[config.mk]
export PLATFORM = sky130hd
export DESIGN_NAME = register_file_alu_execute
export DESIGN_NICKNAME = d
export VERILOG_FILES = /design/src/rtl/core/rfae_pkg.sv /design/src/rtl/core/register_file_alu_execute.sv /design/src/rtl/core/rfae_ram.sv /design/src/rtl/core/rfae_regfile.sv /design/src/rtl/core/rfae_alu.sv
export SDC_FILE = /design/constraint.sdc
export NUM_CORES = 1
export LEC_CHECK = 0
export BUFFER_PORTS_ARGS = -buffer_cell sky130_fd_sc_hd__buf_2
export CAP_MARGIN = 20
export CORE_MARGIN = 8
export CORE_UTILIZATION = 59
export DETAILED_ROUTE_END_ITERATION = 10
export PLACE_DENSITY = 0.73
export SETUP_SLACK_MARGIN = 0.3
export SLEW_MARGIN = 20
export SYNTH_ARGS = -nofsm -noshare
export SYNTH_HDL_FRONTEND = slang
export SYNTH_HIERARCHICAL = 1
export SYNTH_SLANG_ARGS = --single-unit
export TNS_END_PERCENT = 50
[constraint.sdc]
create_clock -name clk -period 10.15 [get_ports clk]
set_input_delay 0.5075 -clock clk [delete_from_list [all_inputs] [get_ports clk]]
set_output_delay 0.5075 -clock clk [all_outputs]
set_load 0.03 [all_outputs]
[src/rtl/core/rfae_pkg.sv]
`default_nettype none

package rfae_pkg;

    localparam int DATA_W        = 16;
    localparam int IDX_W         = 3;
    localparam int OP_W          = 4;
    localparam int IMM_W         = 8;
    localparam int BYTE_W        = 8;
    localparam int DIGIT_W       = 4;
    localparam int REG_COUNT_DEF = 8;

    localparam logic [OP_W-1:0] OP_ADD = 4'd0;
    localparam logic [OP_W-1:0] OP_SUB = 4'd1;
    localparam logic [OP_W-1:0] OP_AND = 4'd2;
    localparam logic [OP_W-1:0] OP_NOR = 4'd3;
    localparam logic [OP_W-1:0] OP_MUL = 4'd4;
    localparam logic [OP_W-1:0] OP_DIV = 4'd5;
    localparam logic [OP_W-1:0] OP_MOD = 4'd6;
    localparam logic [OP_W-1:0] OP_EXP = 4'd7;
    localparam logic [OP_W-1:0] OP_LIZ = 4'd8;
    localparam logic [OP_W-1:0] OP_LIS = 4'd9;
    localparam logic [OP_W-1:0] OP_LUI = 4'd10;

    typedef struct packed {
        logic start;
        logic ack;
    } alu_ctrl_t;

    typedef struct packed {
        logic [OP_W-1:0]   op;
        logic [IMM_W-1:0]  imm;
        logic [DATA_W-1:0] a;
        logic [DATA_W-1:0] b;
        logic [DATA_W-1:0] old;
    } alu_req_t;

endpackage

`default_nettype wire

[src/rtl/core/register_file_alu_execute.sv]
// Opcodes liz, lis, lui, unused opcodes, a zero divisor and a zero exponent go straight to
// the result; add, sub, and, nor and mul work through four 4-bit digits; div and mod
// produce one quotient bit a cycle; exp runs one square-and-multiply step per exponent
// bit, each step running two 16x4 digit lanes over the four digits.
// One item in flight: the next beat is taken the cycle after the result is loaded.
// Asynchronous active-low reset empties the pipeline and reads all REG_COUNT registers (eight by default) as zero.
`default_nettype none

module register_file_alu_execute import rfae_pkg::*; #(
    parameter int REG_COUNT = REG_COUNT_DEF
) (
    input  wire logic        clk,
    input  wire logic        rst_n,
    input  wire logic        s_axis_tvalid,
    output logic             s_axis_tready,
    // op[3:0], dest_index[6:4], src_a_index[9:7], src_b_index[12:10], immediate[20:13]
    input  wire logic [23:0] s_axis_tdata,
    output logic             m_axis_tvalid,
    input  wire logic        m_axis_tready,
    // written_index[2:0], written_value[18:3]
    output logic      [23:0] m_axis_tdata
);

    localparam int AW      = $clog2(REG_COUNT);
    localparam int OP_LO   = 0;
    localparam int DEST_LO = OP_LO + OP_W;
    localparam int SRCA_LO = DEST_LO + IDX_W;
    localparam int SRCB_LO = SRCA_LO + IDX_W;
    localparam int IMM_LO  = SRCB_LO + IDX_W;
    localparam int OUT_W   = IDX_W + DATA_W;

    typedef enum logic [3:0] {
        T_IDLE      = 4'b0001,
        T_READ_SRC  = 4'b0010,
        T_READ_DEST = 4'b0100,
        T_EXEC      = 4'b1000
    } top_state_t;

    top_state_t        state_reg, state_next;
    logic [AW-1:0]     dst_idx_reg;
    logic [OP_W-1:0]   op_reg;
    logic [IMM_W-1:0]  imm_reg;
    logic [DATA_W-1:0] a_reg;
    logic [DATA_W-1:0] b_reg;
    logic              m_valid_reg;
    logic [IDX_W-1:0]  m_index_reg;
    logic [DATA_W-1:0] m_value_reg;

    logic              in_fire;
    logic              wb_fire;
    logic [AW-1:0]     in_src_a;
    logic [AW-1:0]     in_src_b;
    logic [AW-1:0]     raddr0;
    logic [DATA_W-1:0] rdata0;
    logic [DATA_W-1:0] rdata1;
    alu_ctrl_t         alu_ctrl;
    alu_req_t          alu_req;
    logic              alu_done;
    logic [DATA_W-1:0] alu_result;

    assign in_src_a = s_axis_tdata[SRCA_LO +: AW];
    assign in_src_b = s_axis_tdata[SRCB_LO +: AW];

    assign s_axis_tready = (state_reg == T_IDLE);
    assign in_fire       = s_axis_tvalid && s_axis_tready;
    assign wb_fire       = (state_reg == T_EXEC) && alu_done && (!m_valid_reg || m_axis_tready);

    // port 0 reads the first source, then the old destination value
    assign raddr0 = (state_reg == T_IDLE) ? in_src_a : dst_idx_reg;

    rfae_regfile #(
        .REG_COUNT (REG_COUNT)
    ) u_regfile (
        .clk    (clk),
        .rst_n  (rst_n),
        .we     (wb_fire),
        .waddr  (dst_idx_reg),
        .wdata  (alu_result),
        .raddr0 (raddr0),
        .raddr1 (in_src_b),
        .rdata0 (rdata0),
        .rdata1 (rdata1)
    );

    assign alu_ctrl.start = (state_reg == T_READ_DEST);
    assign alu_ctrl.ack   = wb_fire;
    assign alu_req.op     = op_reg;
    assign alu_req.imm    = imm_reg;
    assign alu_req.a      = a_reg;
    assign alu_req.b      = b_reg;
    assign alu_req.old    = rdata0;

    rfae_alu u_alu (
        .clk    (clk),
        .rst_n  (rst_n),
        .ctrl   (alu_ctrl),
        .req    (alu_req),
        .done   (alu_done),
        .result (alu_result)
    );

    always_comb
    begin
        state_next = state_reg;
        unique case (state_reg)
            T_IDLE:
            begin
                if (in_fire)
                begin
                    state_next = T_READ_SRC;
                end
            end
            T_READ_SRC:  state_next = T_READ_DEST;
            T_READ_DEST: state_next = T_EXEC;
            T_EXEC:
            begin
                if (wb_fire)
                begin
                    state_next = T_IDLE;
                end
            end
            default:     state_next = T_IDLE;
        endcase
    end

    always_ff @(posedge clk or negedge rst_n)
    begin
        if (!rst_n)
        begin
            state_reg   <= T_IDLE;
            m_valid_reg <= 1'b0;
        end
        else
        begin
            state_reg <= state_next;
            if (wb_fire)
            begin
                m_valid_reg <= 1'b1;
            end
            else if (m_axis_tready)
            begin
                m_valid_reg <= 1'b0;
            end
        end
    end

    always_ff @(posedge clk)
    begin
        if (in_fire)
        begin
            op_reg      <= s_axis_tdata[OP_LO +: OP_W];
            dst_idx_reg <= s_axis_tdata[DEST_LO +: AW];
            imm_reg     <= s_axis_tdata[IMM_LO +: IMM_W];
        end
        if (state_reg == T_READ_SRC)
        begin
            a_reg <= rdata0;
            b_reg <= rdata1;
        end
        if (wb_fire)
        begin
            m_index_reg <= IDX_W'(dst_idx_reg);
            m_value_reg <= alu_result;
        end
    end

    assign m_axis_tvalid = m_valid_reg;
    assign m_axis_tdata  = {{($bits(m_axis_tdata) - OUT_W){1'b0}}, m_value_reg, m_index_reg};

    a_idle_alu_free: assert property (@(posedge clk) disable iff (!rst_n)
        s_axis_tready |-> !alu_done)
        else $error("input taken while a result is pending in the alu");

    a_wb_loads_out: assert property (@(posedge clk) disable iff (!rst_n)
        wb_fire |=> m_axis_tvalid && s_axis_tready)
        else $error("writeback did not present a beat and free the input");

    a_stall_holds: assert property (@(posedge clk) disable iff (!rst_n)
        (state_reg == T_EXEC) && alu_done && m_axis_tvalid && !m_axis_tready |=> alu_done)
        else $error("alu result dropped while output stalled");

endmodule

`default_nettype wire

[src/rtl/core/rfae_ram.sv]
`default_nettype none

module rfae_ram #(
    parameter int WIDTH = 16,
    parameter int DEPTH = 8
) (
    input  wire logic                     clk,
    input  wire logic                     we,
    input  wire logic [$clog2(DEPTH)-1:0] waddr,
    input  wire logic [WIDTH-1:0]         wdata,
    input  wire logic [$clog2(DEPTH)-1:0] raddr0,
    input  wire logic [$clog2(DEPTH)-1:0] raddr1,
    output logic      [WIDTH-1:0]         rdata0,
    output logic      [WIDTH-1:0]         rdata1
);

    logic [WIDTH-1:0] mem [DEPTH];

    always_ff @(posedge clk)
    begin
        if (we)
        begin
            mem[waddr] <= wdata;
        end
        rdata0 <= mem[raddr0];
        rdata1 <= mem[raddr1];
    end

endmodule

`default_nettype wire

[src/rtl/core/rfae_regfile.sv]
`default_nettype none

module rfae_regfile import rfae_pkg::*; #(
    parameter int REG_COUNT = REG_COUNT_DEF
) (
    input  wire logic                         clk,
    input  wire logic                         rst_n,
    input  wire logic                         we,
    input  wire logic [$clog2(REG_COUNT)-1:0] waddr,
    input  wire logic [DATA_W-1:0]            wdata,
    input  wire logic [$clog2(REG_COUNT)-1:0] raddr0,
    input  wire logic [$clog2(REG_COUNT)-1:0] raddr1,
    output logic      [DATA_W-1:0]            rdata0,
    output logic      [DATA_W-1:0]            rdata1
);

    logic [REG_COUNT-1:0] valid_reg;
    logic                 hit0_reg;
    logic                 hit1_reg;
    logic [DATA_W-1:0]    ram_rdata0;
    logic [DATA_W-1:0]    ram_rdata1;

    rfae_ram #(
        .WIDTH (DATA_W),
        .DEPTH (REG_COUNT)
    ) u_ram (
        .clk    (clk),
        .we     (we),
        .waddr  (waddr),
        .wdata  (wdata),
        .raddr0 (raddr0),
        .raddr1 (raddr1),
        .rdata0 (ram_rdata0),
        .rdata1 (ram_rdata1)
    );

    // an entry never written reads as zero, matching the cleared file
    always_ff @(posedge clk or negedge rst_n)
    begin
        if (!rst_n)
        begin
            valid_reg <= '0;
            hit0_reg  <= 1'b0;
            hit1_reg  <= 1'b0;
        end
        else
        begin
            if (we)
            begin
                valid_reg[waddr] <= 1'b1;
            end
            hit0_reg <= valid_reg[raddr0];
            hit1_reg <= valid_reg[raddr1];
        end
    end

    assign rdata0 = hit0_reg ? ram_rdata0 : '0;
    assign rdata1 = hit1_reg ? ram_rdata1 : '0;

endmodule

`default_nettype wire

[src/rtl/core/rfae_alu.sv]
`default_nettype none

module rfae_alu import rfae_pkg::*; (
    input  wire logic              clk,
    input  wire logic              rst_n,
    input  wire alu_ctrl_t         ctrl,
    input  wire alu_req_t          req,
    output logic                   done,
    output logic [DATA_W-1:0]      result
);

    localparam int CNT_W  = $clog2(DATA_W);
    localparam int DIGITS = DATA_W / DIGIT_W;
    localparam logic [CNT_W-1:0]  LAST_DIGIT = CNT_W'(DIGITS - 1);
    localparam logic [CNT_W-1:0]  LAST_BIT   = CNT_W'(DATA_W - 1);
    localparam logic [DATA_W-1:0] ONE        = DATA_W'(1);

    typedef enum logic [4:0] {
        A_IDLE = 5'b00001,
        A_LANE = 5'b00010,
        A_DIV  = 5'b00100,
        A_EXP  = 5'b01000,
        A_DONE = 5'b10000
    } alu_state_t;

    alu_state_t        state_reg, state_next;
    logic [CNT_W-1:0]  cnt_reg, cnt_next;
    logic [OP_W-1:0]   op_reg, op_next;
    logic [DATA_W-1:0] acc_reg, acc_next;
    logic [DATA_W-1:0] x_reg, x_next;
    logic [DATA_W-1:0] y_reg, y_next;
    logic [DATA_W-1:0] rem_reg, rem_next;
    logic [DATA_W-1:0] r_reg, r_next;
    logic [DATA_W-1:0] ss_reg, ss_next;
    logic [DATA_W-1:0] ps_reg, ps_next;
    logic [DATA_W-1:0] exp_reg, exp_next;
    logic [DATA_W-1:0] res_reg, res_next;
    logic              carry_reg, carry_next;

    logic [DIGIT_W-1:0] dig_a;
    logic [DIGIT_W-1:0] dig_b;
    logic [DIGIT_W:0]   sum_d;
    logic [DIGIT_W-1:0] lane_d;
    logic [DATA_W-1:0]  mul_part;
    logic [DATA_W-1:0]  sum_mul;
    logic [DATA_W-1:0]  sq_part;
    logic [DATA_W-1:0]  ps_sum;
    logic [DATA_W:0]    trial;
    logic [DATA_W:0]    diff;
    logic               div_ge;
    logic [DATA_W-1:0]  rem_new;
    logic [DATA_W-1:0]  quo_new;
    logic [DATA_W-1:0]  r_new;
    logic [DATA_W-1:0]  e_new;

    assign dig_a = x_reg[DIGIT_W-1:0];
    assign dig_b = y_reg[DIGIT_W-1:0];
    assign sum_d = {1'b0, dig_a} + {1'b0, dig_b} + {{DIGIT_W{1'b0}}, carry_reg};

    always_comb
    begin
        case (op_reg) inside
            OP_ADD, OP_SUB: lane_d = sum_d[DIGIT_W-1:0];
            OP_AND:         lane_d = dig_a & dig_b;
            OP_NOR:         lane_d = ~(dig_a | dig_b);
            default:        lane_d = '0;
        endcase
    end

    // one multiplier digit per cycle; the products wrap at the word width
    assign mul_part = x_reg * DATA_W'(dig_b);
    assign sum_mul  = acc_reg + mul_part;
    assign sq_part  = ss_reg * DATA_W'(dig_b);
    assign ps_sum   = ps_reg + sq_part;

    // restoring divide, one quotient bit per cycle
    assign trial   = {rem_reg, x_reg[DATA_W-1]};
    assign div_ge  = trial >= {1'b0, y_reg};
    assign diff    = trial - {1'b0, y_reg};
    assign rem_new = div_ge ? diff[DATA_W-1:0] : trial[DATA_W-1:0];
    assign quo_new = {x_reg[DATA_W-2:0], div_ge};

    assign r_new = exp_reg[0] ? sum_mul : r_reg;
    assign e_new = exp_reg >> 1;

    always_comb
    begin
        state_next = state_reg;
        cnt_next   = cnt_reg;
        op_next    = op_reg;
        acc_next   = acc_reg;
        x_next     = x_reg;
        y_next     = y_reg;
        rem_next   = rem_reg;
        r_next     = r_reg;
        ss_next    = ss_reg;
        ps_next    = ps_reg;
        exp_next   = exp_reg;
        res_next   = res_reg;
        carry_next = carry_reg;

        unique case (state_reg)
            A_IDLE:
            begin
                if (ctrl.start)
                begin
                    op_next    = req.op;
                    cnt_next   = '0;
                    acc_next   = '0;
                    x_next     = req.a;
                    y_next     = req.b;
                    carry_next = 1'b0;
                    state_next = A_DONE;
                    unique case (req.op) inside
                        OP_ADD, OP_AND, OP_NOR, OP_MUL:
                        begin
                            state_next = A_LANE;
                        end
                        OP_SUB:
                        begin
                            y_next     = ~req.b;
                            carry_next = 1'b1;
                            state_next = A_LANE;
                        end
                        OP_DIV, OP_MOD:
                        begin
                            rem_next = '0;
                            if (req.b == '0)
                            begin
                                res_next = '0;
                            end
                            else
                            begin
                                state_next = A_DIV;
                            end
                        end
                        OP_EXP:
                        begin
                            r_next   = ONE;
                            x_next   = ONE;
                            ss_next  = req.a;
                            y_next   = req.a;
                            ps_next  = '0;
                            exp_next = req.b;
                            if (req.b == '0)
                            begin
                                res_next = ONE;
                            end
                            else
                            begin
                                state_next = A_EXP;
                            end
                        end
                        OP_LIZ:
                        begin
                            res_next = {{(DATA_W-IMM_W){1'b0}}, req.imm};
                        end
                        OP_LIS:
                        begin
                            res_next = {req.imm, {(DATA_W-IMM_W){1'b0}}};
                        end
                        OP_LUI:
                        begin
                            res_next = {req.imm, req.old[BYTE_W-1:0]};
                        end
                        default:
                        begin
                            res_next = req.old;
                        end
                    endcase
                end
            end

            A_LANE:
            begin
                cnt_next = cnt_reg + 1'b1;
                y_next   = y_reg >> DIGIT_W;
                if (op_reg == OP_MUL)
                begin
                    acc_next = sum_mul;
                    x_next   = x_reg << DIGIT_W;
                end
                else
                begin
                    acc_next   = {lane_d, acc_reg[DATA_W-1:DIGIT_W]};
                    x_next     = x_reg >> DIGIT_W;
                    carry_next = sum_d[DIGIT_W];
                end
                if (cnt_reg == LAST_DIGIT)
                begin
                    res_next   = (op_reg == OP_MUL) ? sum_mul
                                                    : {lane_d, acc_reg[DATA_W-1:DIGIT_W]};
                    state_next = A_DONE;
                end
            end

            A_DIV:
            begin
                cnt_next = cnt_reg + 1'b1;
                rem_next = rem_new;
                x_next   = quo_new;
                if (cnt_reg == LAST_BIT)
                begin
                    res_next   = (op_reg == OP_DIV) ? quo_new : rem_new;
                    state_next = A_DONE;
                end
            end

            A_EXP:
            begin
                cnt_next = cnt_reg + 1'b1;
                acc_next = sum_mul;
                ps_next  = ps_sum;
                x_next   = x_reg << DIGIT_W;
                ss_next  = ss_reg << DIGIT_W;
                y_next   = y_reg >> DIGIT_W;
                if (cnt_reg == LAST_DIGIT)
                begin
                    // both products complete: take one exponent bit, reload the lanes
                    cnt_next = '0;
                    r_next   = r_new;
                    exp_next = e_new;
                    acc_next = '0;
                    ps_next  = '0;
                    x_next   = r_new;
                    ss_next  = ps_sum;
                    y_next   = ps_sum;
                    if (e_new == '0)
                    begin
                        res_next   = r_new;
                        state_next = A_DONE;
                    end
                end
            end

            A_DONE:
            begin
                if (ctrl.ack)
                begin
                    state_next = A_IDLE;
                end
            end

            default:
            begin
                state_next = A_IDLE;
            end
        endcase
    end

    always_ff @(posedge clk or negedge rst_n)
    begin
        if (!rst_n)
        begin
            state_reg <= A_IDLE;
            cnt_reg   <= '0;
        end
        else
        begin
            state_reg <= state_next;
            cnt_reg   <= cnt_next;
        end
    end

    always_ff @(posedge clk)
    begin
        op_reg    <= op_next;
        acc_reg   <= acc_next;
        x_reg     <= x_next;
        y_reg     <= y_next;
        rem_reg   <= rem_next;
        r_reg     <= r_next;
        ss_reg    <= ss_next;
        ps_reg    <= ps_next;
        exp_reg   <= exp_next;
        res_reg   <= res_next;
        carry_reg <= carry_next;
    end

    assign done   = (state_reg == A_DONE);
    assign result = res_reg;

    a_start_when_idle: assert property (@(posedge clk) disable iff (!rst_n)
        ctrl.start |-> state_reg == A_IDLE)
        else $error("alu started while busy");

    a_div_nonzero: assert property (@(posedge clk) disable iff (!rst_n)
        state_reg == A_DIV |-> y_reg != '0)
        else $error("zero divisor entered the divide loop");

    a_exp_nonzero: assert property (@(posedge clk) disable iff (!rst_n)
        state_reg == A_EXP |-> exp_reg != '0)
        else $error("exponent loop running with no bits left");

endmodule

`default_nettype wire

* Yosys cells after proc, flatten, opt, wreduce, memory -nomap -nowiden
Memories as Yosys holds them, arrays and structs flattened. A register that Yosys moved wholly into a read port is not among the register bits.
Index checks and enable logic that the tools add are counted.
** Storage, ports and cells
- Bits in registers :: 239
- Bits in writable memories :: 128
- Input port bits :: 28
- Output and inout port bits :: 26
- Word-level logic and storage cells :: 195
- Memories :: 1
** Memories
- u_regfile.u_ram.mem :: words 8, width 16, rd ports 2, clocked after Yosys merged registers in 2, write ports 1, RTL line rfae_ram.sv:17 : logic [WIDTH-1:0] mem [DEPTH];
** Operators by class
- $add $sub $neg :: 6
- Multiply operators :: 2
- $lt $le $gt $ge :: 5
- Eq/ne operators :: 40
- Muxes and demuxes :: 79
- Bitwise logic cells :: 5
- Reductions and logical operators :: 32
** Operators with widths (number)
- $mux 16 :: 34
- $pmux 16 s2 :: 6
- $pmux 16 s4 :: 2
- $pmux 16 s3 :: 2
- $pmux 16 s6 :: 1
- $mux 5 :: 8
- $add 16x16->16 :: 2
- $logic_not 16->1 :: 2
- $mul 16x4->16 :: 2
- $eq 4x3->1 const B :: 7
- $mux 4 :: 7
- $pmux 5 s5 :: 1
- $eq 4x2->1 const B :: 6
- $eq 4x4->1 const B :: 5
- $ge 17x16->1 :: 1
- $ne 2x1->1 const B :: 8
- $not 16->16 :: 1
- $pmux 4 s4 :: 1
- $sub 16x16->16 :: 1
- $pmux 5 s3 :: 1
- $eq 4x1->1 const B :: 3
- $lt 3x4->1 const B :: 3
- $pmux 4 s3 :: 1
- $mux 1 :: 10
- 33 further kinds :: 54

* Depth between registers and ports, before layout
Gate-level depths: netlist of run 1.
- Depth in word-level cells :: 8
- Depth in mapped cells :: 19
- Gate-level depth less buffers :: 18

* By module
The synthesis of run 1 kept the hierarchy.
** By module, submodules not included
- rfae_alu :: instances 1, cells an instance 1429, area each 13210.2 um^2, seq. area each 4700.8 um^2
- rfae_ram :: instances 1, cells an instance 287, area each 6685.2 um^2, seq. area each 4484.3 um^2
- register_file_alu_execute :: instances 1, cells an instance 101, area each 2331.0 um^2, seq. area each 2108.3 um^2
- rfae_regfile :: instances 1, cells an instance 62, area each 675.6 um^2, seq. area each 250.2 um^2

* Worst setup path before layout of run 1
No wires, ideal clock.
- Kind :: register to register
- Start point :: reg u_alu.y_reg[1]
- End point :: reg u_alu.res_reg[15] (netlist: u_alu/result[15]), data pin
- Setup time :: 0.265 ns
- Arrival time :: 4.469 ns
- Data required time :: 9.885 ns
- Path slack :: 5.415 ns
- Cell stages (with the launch flop) :: 20
- Path buffers :: 2
- Clock period less this slack :: 4.735 ns
- Path through :: edfxtp_1 clkbuf_1 clkbuf_1 nand2_1 fa_1 inv_1 fa_1 inv_1 fa_1 inv_1 ha_1 nand2_1 o21bai_1 a21bo_1 a211oi_2 a31o_2 mux2i_1 a2111o_1 a21oi_1 or3_1
** On the way
- Longest elaborated chain between the ends :: 6
- Elaborated cells on any way between the ends :: 16
- Classes of those cells :: add/sub: 4; mul: 1; order compare: 1; mux: 10
** Ends and longest elaborated chain
- from (decl) :: RTL line rfae_alu.sv:31 : logic [DATA_W-1:0] y_reg, y_next;
- from (signal assigned) :: RTL line rfae_alu.sv:270 : y_reg <= y_next;
- $mul 16x4->16 or $add 4x4->5 (tied branches) :: RTL line rfae_alu.sv:71, rfae_alu.sv:58
- $add 16x16->16 or $add 5x1->5 (tied branches) :: RTL line rfae_alu.sv:72, rfae_alu.sv:58
- $mux 16 or $mux 4 (tied branches) :: RTL line rfae_alu.sv:83, rfae_alu.sv:62
- $mux 16, on equally long branches :: RTL line rfae_alu.sv:228, rfae_alu.sv:191
- $mux 16, on equally long branches :: RTL line rfae_alu.sv:217, rfae_alu.sv:189
- $pmux 16 s4 (*) :: RTL line rfae_alu.sv:102 : unique case (state_reg)
- named net u_alu.res_next[15] :: RTL line rfae_alu.sv:37 : logic [DATA_W-1:0] res_reg, res_next;
- to (signal assigned) :: RTL line rfae_alu.sv:276 : res_reg <= res_next;
- to (decl) :: RTL line rfae_alu.sv:37
Mark *: on every way through the listed nets, which the timed path passes. The rest lies on a longest branch. The select of a mux whose other input is x is not followed.
A chain may end at the register's enable or synchronous reset.

* Worst setup path in the final report of run 1
- Start point :: reg u_alu.y_reg[2]
- End point :: reg u_alu.res_reg[13] (netlist: u_alu/result[13]), data pin
** On the way
- Longest elaborated chain between the ends :: 6
- Elaborated cells on any way between the ends :: 13
- Classes of those cells :: add/sub: 2; mul: 1; order compare: 1; mux: 9
** Ends and longest elaborated chain
- $mul 16x4->16 :: RTL line rfae_alu.sv:71 : assign mul_part = x_reg * DATA_W'(dig_b);
- $add 16x16->16 :: RTL line rfae_alu.sv:72 : assign sum_mul = acc_reg + mul_part;
- $mux 16 :: RTL line rfae_alu.sv:83 : assign r_new = exp_reg[0] ? sum_mul : r_reg;
- $mux 16 :: RTL line rfae_alu.sv:228 : if (e_new == '0)
- $mux 16 :: RTL line rfae_alu.sv:217 : if (cnt_reg == LAST_DIGIT)
- $pmux 16 s4 (*) :: RTL line rfae_alu.sv:102
- named net u_alu.res_next[13] :: RTL line rfae_alu.sv:37
Marked as above.

==> results of run 1 <==
power by group:
part	switching, µW	total (µW)	internal, µW
clock	654	1570	913
sequential	229	2250	2020
combinational	1060	1800	733
total	1950	5620	3670
through the flow:
step	instance area [µm²]	util	hold WS (ps)	total power, µW
2_1_floorplan	22900	-	212	3510
3_3_place_gp	23600	0.614	449	3980
3_5_place_dp	23600	0.614	461	4030
4_1_cts	25000	0.650	111	5610
5_1_grt	25000	0.651	108	5890
6_report	25000	0.651	126	5620
kinds of logic after synthesis:
family          Yosys count  synth area share
fa+ha+maj               143             0.104
mux                     134             0.108
flops                   399             0.504
buf+inv                 258            0.0463
compound gates          323            0.0966
simple gates            570             0.121
xor+xnor                 51            0.0195
other cells               1          0.000164
final cells by class:
type / count / share of cell area
Inverter: 166 / 0.0249
Sequential cell: 399 / 0.461
Tap cell: 518 / 0.0259
Timing Repair Buffer: 73 / 0.0180
Clock inverter: 25 / 0.0112
Clock buffer: 53 / 0.0445
Multi-Input combinational cell: 1226 / 0.414
final timing paths:
kind	startpoint	to	slack, ps
hold reg to reg	u_regfile/valid_reg[0]	u_regfile/valid_reg[0]	470
setup / recovery	u_alu/y_reg[2]	u_alu/result[13]	4600
min in group asynchronous	rst_n	u_alu/cnt_reg[3]	500
hold / removal	s_axis_tdata[3]	op_reg[3]	130
setup reg to reg	u_alu/y_reg[2]	u_alu/result[13]	4600
max in group asynchronous	rst_n	u_alu/cnt_reg[0]	9240
cell usage in the layout, fill, tap and decap left out, drive strengths merged, types with 9 or more instances in the layout:
master  netlist  layout
mux2i        22      22
a31oi         9       9
mux4         68      68
a211oi        9       9
or3           9       9
a21oi        71      71
a221oi       29      29
nor2b        14      14
fa           79      79
dfxtp        32      32
o22ai        16      16
nand3        21      21
nor4         11      11
buf          32      72
clkbuf       60      53
mux2         44      44
edfxtp      343     343
xnor2        29      29
a22oi        12      12
nand2b       15      15
dfrtp        22      22
nand2       189     189
and2        113     113
xor2         22      22
nor3         19      19
a21o         19      19
nor2        141     141
ha           64      64
clkinv        0      13
inv         166     168
o21ai        74      74
synth_stat cells (7+ instances only):
library cell	number	area, µm²
fa_1	79	1580
nand3_1	21	105
a31oi_1	9	56.3
o22ai_1	16	100
a211oi_1	8	60.1
mux4_2	8	180
nor2b_1	13	81.3
a21o_1	19	143
mux4_1	60	1580
a21oi_1	69	345
a221oi_1	29	254
o21bai_1	8	60.1
nand2_1	189	709
buf_6	9	101
o211ai_1	7	52.6
dfxtp_1	32	641
o21ai_0	68	340
inv_1	166	623
mux2_2	44	495
dfrtp_1	22	551
and2_1	113	707
nor2_1	139	522
o221ai_1	7	61.3
nand4_1	7	43.8
xnor2_1	29	254
o21a_1	7	52.6
or3_1	9	56.3
ha_1	64	801
nand2b_1	15	93.8
and3_1	8	50.1
nor4_1	11	68.8
clkbuf_1	58	218
a22oi_1	12	90.1
buf_1	16	60.1
xor2_1	22	193
edfxtp_1	343	10300
nor3_1	19	95.1
a211o_1	7	61.3
mux2i_1	22	220
critical path, delay by kind of cell (launching register included):
family          cells  cell delay (ps)
flops               1              520
simple gates        2              370
buf+inv             3              430
compound gates      8             2210
fa+ha+maj           4             1720
metal layers:
| metal | track usage | part of all wire | up-vias | wire [µm] |
|---|---|---|---|---|
| met5 | 0 | 0 | - | 0 |
| met4 | 0.119 | 0.043 | 0 | 2610 |
| met3 | 0.0536 | 0.090 | 167 | 5440 |
| met2 | 0.436 | 0.47 | 831 | 28500 |
| met1 | 0.356 | 0.40 | 7668 | 23900 |
| li1 | - | - | 6906 | - |
==> key figures, run 1 <==
Floorplanning
  • Initial Util: 0.595
  • Die Area: 45400 µm²
  • Die Span Y: 213 µm
  • Core area: approximately 38000 µm²
  • Row cnt: approximately 70
  • IO Count: 54
  • Die Wd: between 200 and 250 µm

Routing
  • Vias: 15600
  • ANT nets after route: 0
  • Router iterations before antenna repair: 6
  • 1st-iter DRT viols: between 1500 and 2000
  • Drt wl/cell: 24.6 µm
  • DR vias/cell: 6.33
  • Routed wire length: about 60 mm
  • DRC: 0

Clock network
  • CTS-repair resized insts: 0
  • CTS tree: done
  • TritonCTS Buffers: 42
  • Sink Count: 399
  • Post-CTS setup buffers: 0
  • H-tree depth: 2
  • Hold buffers post-CTS: 1
  • Clk root buf: clkbuf_16
  • Skew-Pair Late Insertion Delay: approximately 560 ps
  • Clock Tree Buf Depth: 3
  • Reg clk slew, reported paths: 60 ps

Synth
  • Seq/Total Area, Yosys: 0.504
  • Post-synth EDFFs: 343
  • Async SR Flop Fraction: 0.0602
  • Post-synth cell types: 82
  • Synth Flop Type: edfxtp_1
  • YS warnings: 6
  • Synth Register Bits: 399
  • Post-Syn Area: ~23000 µm²
  • Mapped Cells: 1879
  • Synthesized area per cell: 12.2 µm²

Pwr
  • Power per cell area: 224 nW/µm²
  • Worst VDD drop: around 0.19 mV
  • Pleak: 0.0100 µW

Cells and area
  • Register Area: around 12000 µm²
  • Max reg flops: 128
  • # fillers: 2895
  • Nets: 2079
  • Non-Filler Instances: 2460
  • Multi-input gate area in the final layout: 10400 µm²
  • N_diodes: 0
  • Layout cell share with drive strength beyond 1: 0.114
  • Top reg by flops: u_regfile/u_ram/mem
  • Layout area overhead: 9.31%

Place
  • Placed insts: 2380
  • Pre-CTS setup slack: 4750 ps
  • GPL Wtd Cong: roughly 1
  • HPWL Detailed: 41.4 mm
  • PortBufs: 45

Worst setup path
  • Reg2Reg Depth: 17
  • Crit Path Max Fanout: 24
  • Crit-path most repeated cell: fa_1
  • Worst Setup Path Type: reg -> reg
  • Critical Path Max Stage Delay: about 780 ps
  • Crit path max-delay cell type: a2111oi_0
  • Required @ worst endpoint: 10410 ps
  • CP startpoint kind: register
  • Crit end category: register
  • CP arrival: 5820 ps
  • Worst-path cell chain: buf_4 -> and2_1 -> fa_1 -> fa_1 -> inv_1 -> fa_1 -> inv_1 -> ha_1 -> o21ai_0 -> nand2b_1 -> a21bo_1 -> a211oi_2 -> a31o_2 -> a31oi_1 -> a31o_2 -> a2111oi_0 -> o21ai_1

Timing
  • Final Cycle Share: 0.547
  • Max Freq: 0.180 GHz
  • Clock skew: 17.0 ps
  • Slew @ Worst Pin: 1130 ps
  • Crit path time final: 5550 ps
  • # setup viols final: 0
  • Final Hold Viols: 0
  • Post-Route Setup TNS: 0 ps
  • Final worst slack: around 4600 ps
  • Final Max Tran Viols: 0
  • Max-slew headroom: 0.241
  • RSZ-0062 raised after global routing: no

Global routing
  • Total grt overflow: 0
  • Vias in the first global route: 15600
  • Largest net degree at the start of global routing: 55
  • Gr usage total: 0.271
  • Initial antenna violation count: 0
  • First-pass GRT wire length: 92.9 mm

Run
  • Max-cap violations: 0

Min path
  • HP Class: in -> reg
  • Hold Path Cell Cnt: 1

Run status
  • Status: complete, no violations
(Power assumes the default switching activity.)
==> inputs of run 2 (changes only) <==
--- a/config.mk
+++ b/config.mk
@@ -8,9 +8,9 @@
 export BUFFER_PORTS_ARGS = -buffer_cell sky130_fd_sc_hd__buf_2
 export CAP_MARGIN = 20
 export CORE_MARGIN = 8
-export CORE_UTILIZATION = 59
+export CORE_UTILIZATION = 57
 export DETAILED_ROUTE_END_ITERATION = 10
-export PLACE_DENSITY = 0.73
+export PLACE_DENSITY = 0.74
 export SETUP_SLACK_MARGIN = 0.3
 export SLEW_MARGIN = 20
 export SYNTH_ARGS = -nofsm -noshare
==> constraint.sdc (replaced) <==
create_clock -name clk -period 4.5 [get_ports clk]
set_input_delay 0.225 -clock clk [delete_from_list [all_inputs] [get_ports clk]]
set_output_delay 0.225 -clock clk [all_outputs]
set_load 0.03 [all_outputs]
==> run 2 against run 1 <==
Against the previous run: the run now ends with setup timing left; core utilization is 3.1 points higher; sequential share of layout area is 3.5 points lower; flip-flop and latch count stayed put; global-route usage is 0.45 points higher; final cell count is 6.9% higher; fmax is 16% higher; clock skew is 31 ps higher; sequential power is 120% higher; critical endpoint unchanged; largest power group is now combinational logic.
==> key figures, run 2 (same netlist as run 1, synthesis figures left out) <==
Run status
  • Status: finished with violations
  • Failing checks: setup timing

Routing
  • 1st-iter DRT viols: 1957
  • Router iterations before antenna repair: 6
  • Routed wire length: 66.2 mm
  • DRC: 0
  • Drt wl/cell: 25.2 µm
  • Vias: 16400
  • ANT nets after route: 0
  • DR vias/cell: 6.22

Worst setup path
  • Crit Path Max Fanout: 6
  • Required @ worst endpoint: 4800 ps
  • CP arrival: 5100 ps
  • Crit path max-delay cell type: fa_1
  • Critical Path Max Stage Delay: 500 ps
  • Crit end category: register
  • Crit-path most repeated cell: fa_1
  • Worst-path cell chain: ha_2 -> inv_2 -> fa_1 -> inv_1 -> fa_1 -> inv_1 -> fa_1 -> inv_2 -> ha_4 -> nand2_4 -> o21bai_4 -> a21bo_1 -> a211oi_2 -> a31o_2 -> a31oi_2 -> a31o_2 -> a2111oi_4 -> buf_4 -> o21ai_1
  • CP startpoint kind: register
  • Worst Setup Path Type: reg -> reg

Global routing
  • Total grt overflow: 0
  • Most Crowded Layer GR: met2
  • Largest net degree at the start of global routing: just over 40
  • Vias in the first global route: 16400
  • First-pass GRT wire length: 98.5 mm
  • Initial antenna violation count: 1
  • GR Util met2: 0.451
  • Met1 usage: 0.360
  • Met3 usage: 0.0457
  • Gr usage total: 0.275

Floorplanning
  • Initial Util: 0.576
  • Core area: ~40000 µm²
  • Die Wd: 216 µm
  • Die Span Y: 216 µm
  • Row cnt: 73
  • Die Area: 46800 µm²
  • IO Count: 54

Run
  • Max-cap violations: 0

Cells and area
  • Commonest non-fill, non-tap cell in the layout: edfxtp_1
  • Layout cell share with drive strength beyond 1: 0.227
  • Max reg flops: 128
  • Top reg by flops: u_regfile/u_ram/mem
  • Layout area overhead: 18.2%
  • N_diodes: 0
  • Nets: 2241
  • Commonest cells after routing, fill and taps aside: edfxtp_1 (343), nand2_1 (182), inv_1 (156)
  • Post-layout util: 0.681

Clock network
  • Reg clk slew, reported paths: 70 ps
  • Clk root buf: clkbuf_16
  • Skew-Pair Late Insertion Delay: 590 ps
  • Clock Tree Buf Depth: 3
  • H-tree depth: 2
  • CTS tree: done
  • TritonCTS Buffers: 42
  • Sink Count: ~400

Place
  • HPWL Detailed: ~46 mm
  • PortBufs: 45
  • GPL Wtd Cong: 0.969

Timing
  • Hold slack: about 200 ps
  • Final Max Tran Viols: 0
  • Max Freq: 0.209 GHz
  • Final Cycle Share: 1.07
  • Crit path time final: 4790 ps
  • # setup viols final: 28
  • RSZ-0062 raised after global routing: yes
  • Slew @ Worst Pin: 1060 ps
  • Clock skew: 47.9 ps
  • Final worst slack: -293 ps
  • Final Hold Viols: 0
  • Post-Route Setup TNS: -2870 ps
  • Max-slew headroom: 0.286

Pwr
  • Tot Pwr: around 15000 µW
  • Worst VDD drop: 0.436 mV
  • Power per cell area: 545 nW/µm²
  • Pleak: 0.0110 µW

Min path
  • HP Class: in -> async
[run 2: cell count changes in the layout (fill, tap and decap cells not counted), moves of 10 or more]
cell and delta:
inv_1 -10, dlygate4sd3_1 +17, buf_4 +128, a21oi_2 +13, ha_1 -14, a21oi_1 -16, buf_6 +17, ha_4 +11
o21ai_0 -14
[run 2: layer usage]
layer	vias up	part of all wire
met5	-	0.00020
met4	2	0.046
met3	196	0.082
met2	805	0.48
met1	8142	0.39
li1	7220	-
[run 2: report_power, final]
group          total (µW)  internal, µW  switching [µW]  leakage (µW)
clock network        3630          2070            1560      0.000696
logic                6110          2840            3270       0.00642
registers            5010          4560             454       0.00386
[run 2: worst max-delay path: cells and delay by family (launching register included)]
family	cells	cell delay [ps]
buffers and inverters	5	390
AO/OA/AOI/OAI	8	1640
flip-flops	1	480
adder cells (fa/ha/maj)	5	1980
AND/OR/NAND/NOR	1	50
[run 2: metrics by stage]
| stage | instances | area (µm²) | worst slack (ps) |
|---|---|---|---|
| 6_report | 2629 | 27100 | -293 |
| 5_1_grt | 2629 | 27100 | -430 |
| 4_1_cts | 2611 | 26500 | -126 |
| 3_5_place_dp | 2503 | 24500 | -339 |
| 3_3_place_gp | 2503 | 24500 | -177 |
| 2_1_floorplan | 1883 | 23000 | 6.95 |
[run 2: cell type report]
class / count / area (µm²)
multi-input cells: 1226 / 11000
clock buffers: 47 / 1090
repair buffers: 235 / 1760
inverters: 166 / 626
clock inverters: 31 / 360
flip-flops and latches: 399 / 11500
fillers: 2790 / 12700
well taps: 525 / 657
[run 2: what timing repair did]
item,CTS,global route
endpoints found under the setup margin,63,74
hold endpoints to repair,40,0
setup buffers,11,18
pin swaps,31,66
cloned,1,0
gates resized for setup,67,86
hold buffers,18,0
[run 2: worst paths after layout]
kind	endpoint	cells after the start	start	slack, ps
min reg2reg	u_regfile/valid_reg[4]	1	u_regfile/valid_reg[4]	510
min in group clk	u_regfile/u_ram/rdata1[4]	2	s_axis_tdata[11]	240
max in group asynchronous	u_alu/cnt_reg[2]	2	rst_n	3880
max reg2reg	u_alu/result[13]	19	u_alu/y_reg[2]	-290
min	u_regfile/valid_reg[4]	2	rst_n	200
max	u_alu/result[13]	19	u_alu/y_reg[2]	-290
==> inputs of run 3 (changes only) <==
--- a/config.mk
+++ b/config.mk
@@ -8,9 +8,9 @@
 export BUFFER_PORTS_ARGS = -buffer_cell sky130_fd_sc_hd__buf_2
 export CAP_MARGIN = 20
 export CORE_MARGIN = 8
-export CORE_UTILIZATION = 57
+export CORE_UTILIZATION = 59
 export DETAILED_ROUTE_END_ITERATION = 10
-export PLACE_DENSITY = 0.74
+export PLACE_DENSITY = 0.73
 export SETUP_SLACK_MARGIN = 0.3
 export SLEW_MARGIN = 20
 export SYNTH_ARGS = -nofsm -noshare
==> constraint.sdc (replaced) <==
create_clock -name clk -period 4.6 [get_ports clk]
set_input_delay 0.23 -clock clk [delete_from_list [all_inputs] [get_ports clk]]
set_output_delay 0.23 -clock clk [all_outputs]
set_load 0.03 [all_outputs]
==> run 3 against run 2 <==
Against the previous run: the run still ends with setup timing left; first-iteration DRC count shrank 11%; register-to-register slack better by 210 ps; die area shrank 3.1%; critical path type unchanged; critical endpoint unchanged.
==> key figures, run 3 (same netlist as run 1, synthesis figures left out) <==
Run status
  • Status: finished with violations
  • Failing checks: setup timing

Routing
  • ANT nets after route: 0
  • Routed wire length: 64.4 mm
  • Drt wl/cell: between 20 and 25 µm
  • Vias: 16300
  • 1st-iter DRT viols: roughly 1700
  • DR vias/cell: 6.27
  • DRC: 0
  • Router iterations before antenna repair: 8

Pwr
  • Power per cell area: 532 nW/µm²
  • Worst VDD drop: just under 0.4 mV
  • Pleak: 0.0109 µW
  • Tot Pwr: 14400 µW

Clock network
  • CTS tree: done
  • Sink Count: between 300 and 400
  • Skew-Pair Late Insertion Delay: 550 ps
  • TritonCTS Buffers: 42
  • Clk root buf: clkbuf_16
  • H-tree depth: 2
  • Clock Tree Buf Depth: 3
  • Reg clk slew, reported paths: about 60 ps

Timing
  • Post-Route Setup TNS: -155 ps
  • Final Hold Viols: 0
  • Final Cycle Share: 1.02
  • Crit path time final: 4690 ps
  • RSZ-0062 raised after global routing: yes
  • Max-slew headroom: 0.146
  • Final worst slack: -86.3 ps
  • # setup viols final: 3
  • Final Max Tran Viols: 0
  • Slew @ Worst Pin: around 1300 ps
  • Clock skew: roughly 12 ps
  • Max Freq: approximately 0.21 GHz

Global routing
  • Most Crowded Layer GR: met2
  • GR Util met2: 0.462
  • Initial antenna violation count: 4
  • Largest net degree at the start of global routing: 35
  • Total grt overflow: 0
  • Met3 usage: 0.0590
  • First-pass GRT wire length: slightly below 100 mm
  • Gr usage total: 0.281
  • Vias in the first global route: 16300
  • Met1 usage: 0.357

Worst setup path
  • Crit end category: register
  • Crit Path Max Fanout: 5
  • Reg2Reg Depth: 19
  • CP arrival: approximately 5000 ps
  • Worst Setup Path Type: reg -> reg
  • R2r setup slk: -90 ps
  • Required @ worst endpoint: 4960 ps
  • CP startpoint kind: register
  • Worst Setup SP: u_alu/y_reg[2]
  • Critical path endpoint: u_alu/result[13]
  • FF-to-FF Start: u_alu/y_reg[2]
  • FF-to-FF End: u_alu/result[13]

Cells and area
  • # fillers: between 2000 and 3000
  • Commonest cells after routing, fill and taps aside: edfxtp_1 (343), nand2_1 (183), inv_1 (152)
  • Top reg by flops: u_regfile/u_ram/mem
  • Nets: 2217
  • Non-Filler Instances: around 2600
  • Max reg flops: 128
  • N_diodes: 0
  • Post-layout util: 0.703
  • Commonest non-fill, non-tap cell in the layout: edfxtp_1
  • Layout area overhead: 18.1%
  • Layout cell share with drive strength beyond 1: 0.225

Floorplanning
  • Initial Util: 0.595
  • Die Span Y: ~210 µm
  • Die Area: roughly 45000 µm²
  • IO Count: 54
  • Die Wd: ~210 µm
  • Core area: 38500 µm²
  • Row cnt: 72

Place
  • HPWL Detailed: 43.7 mm
  • Pre-CTS setup slack: -85.1 ps
  • PortBufs: 45
  • Placed insts: about 2500
  • GPL Wtd Cong: 0.992

Min path
  • HP Class: in -> reg

Run
  • Max-cap violations: 0
[run 3: cell types whose count changed in the layout (fill, tap and decap cells not counted), moves of 4 or more]
| cell | previous run | this run |
|---|---|---|
| inv_1 | 156 | 152 |
| buf_6 | 17 | 23 |
| a21oi_1 | 52 | 48 |
| a21oi_2 | 16 | 20 |
| buf_4 | 154 | 122 |
| inv_2 | 9 | 14 |
[run 3: cell type report]
| cell class | count | area (µm²) | area share |
|---|---|---|---|
| multi-input cells | 1226 | 11100 | 0.412 |
| repair buffers | 211 | 1630 | 0.0603 |
| inverters | 166 | 623 | 0.0230 |
| clock inverters | 26 | 279 | 0.0103 |
| flip-flops and latches | 399 | 11500 | 0.427 |
| well taps | 518 | 648 | 0.0240 |
| clock buffers | 52 | 1170 | 0.0434 |
[run 3: where the power goes]
| part | leakage, µW | switching (µW) | internal, µW |
|---|---|---|---|
| clock | 0.000707 | 1430 | 2100 |
| sequential | 0.00386 | 432 | 4460 |
| combinational | 0.00636 | 3170 | 2810 |
[run 3: stage by stage]
step	hold WS, ps	instance area (µm²)
floorplan	-65.6	23000
global placement	235	24400
detailed placement	238	24400
CTS	10.1	26400
global route	43.1	27000
finish	16.8	27000
[run 3: worst min-delay path by stage]
stage               cells after the start  slack [ps]     startpoint                      to
floorplan                               0         -70          rst_n           m_axis_tvalid
global placement                        1         240          rst_n  u_regfile/valid_reg[6]
detailed placement                      1         240          rst_n  u_regfile/valid_reg[6]
CTS                                     3          10  m_axis_tready           m_axis_tvalid
global route                            3          40  m_axis_tready           m_axis_tvalid
finish                                  3          20  m_axis_tready           m_axis_tvalid
[run 3: layer usage]
layer,vias to the layer above,share of wire
li1,7159,-
met1,8120,0.38
met2,792,0.48
met3,208,0.083
met4,6,0.050
met5,-,0.00056
[run 3: critical path, stage by stage (launching register included)]
cell	delay, ps
edfxtp_1	480
ha_2	240
inv_2	40
fa_1	490
inv_1	50
fa_1	470
inv_1	50
fa_1	480
inv_2	50
ha_4	160
a21oi_4	180
nor3b_4	240
a21bo_1	180
a211oi_2	80
a31o_2	260
a31oi_2	320
a31o_2	260
a2111oi_4	50
buf_4	210
o21ai_1	210
[run 3: timing repair]
action	CTS	global route
resized for setup	73	112
buffers inserted	14	10
gates cloned	1	0
setup endpoints to repair	53	70
pin swaps	42	76
hold buffers	17	0
hold endpoints to repair	38	0
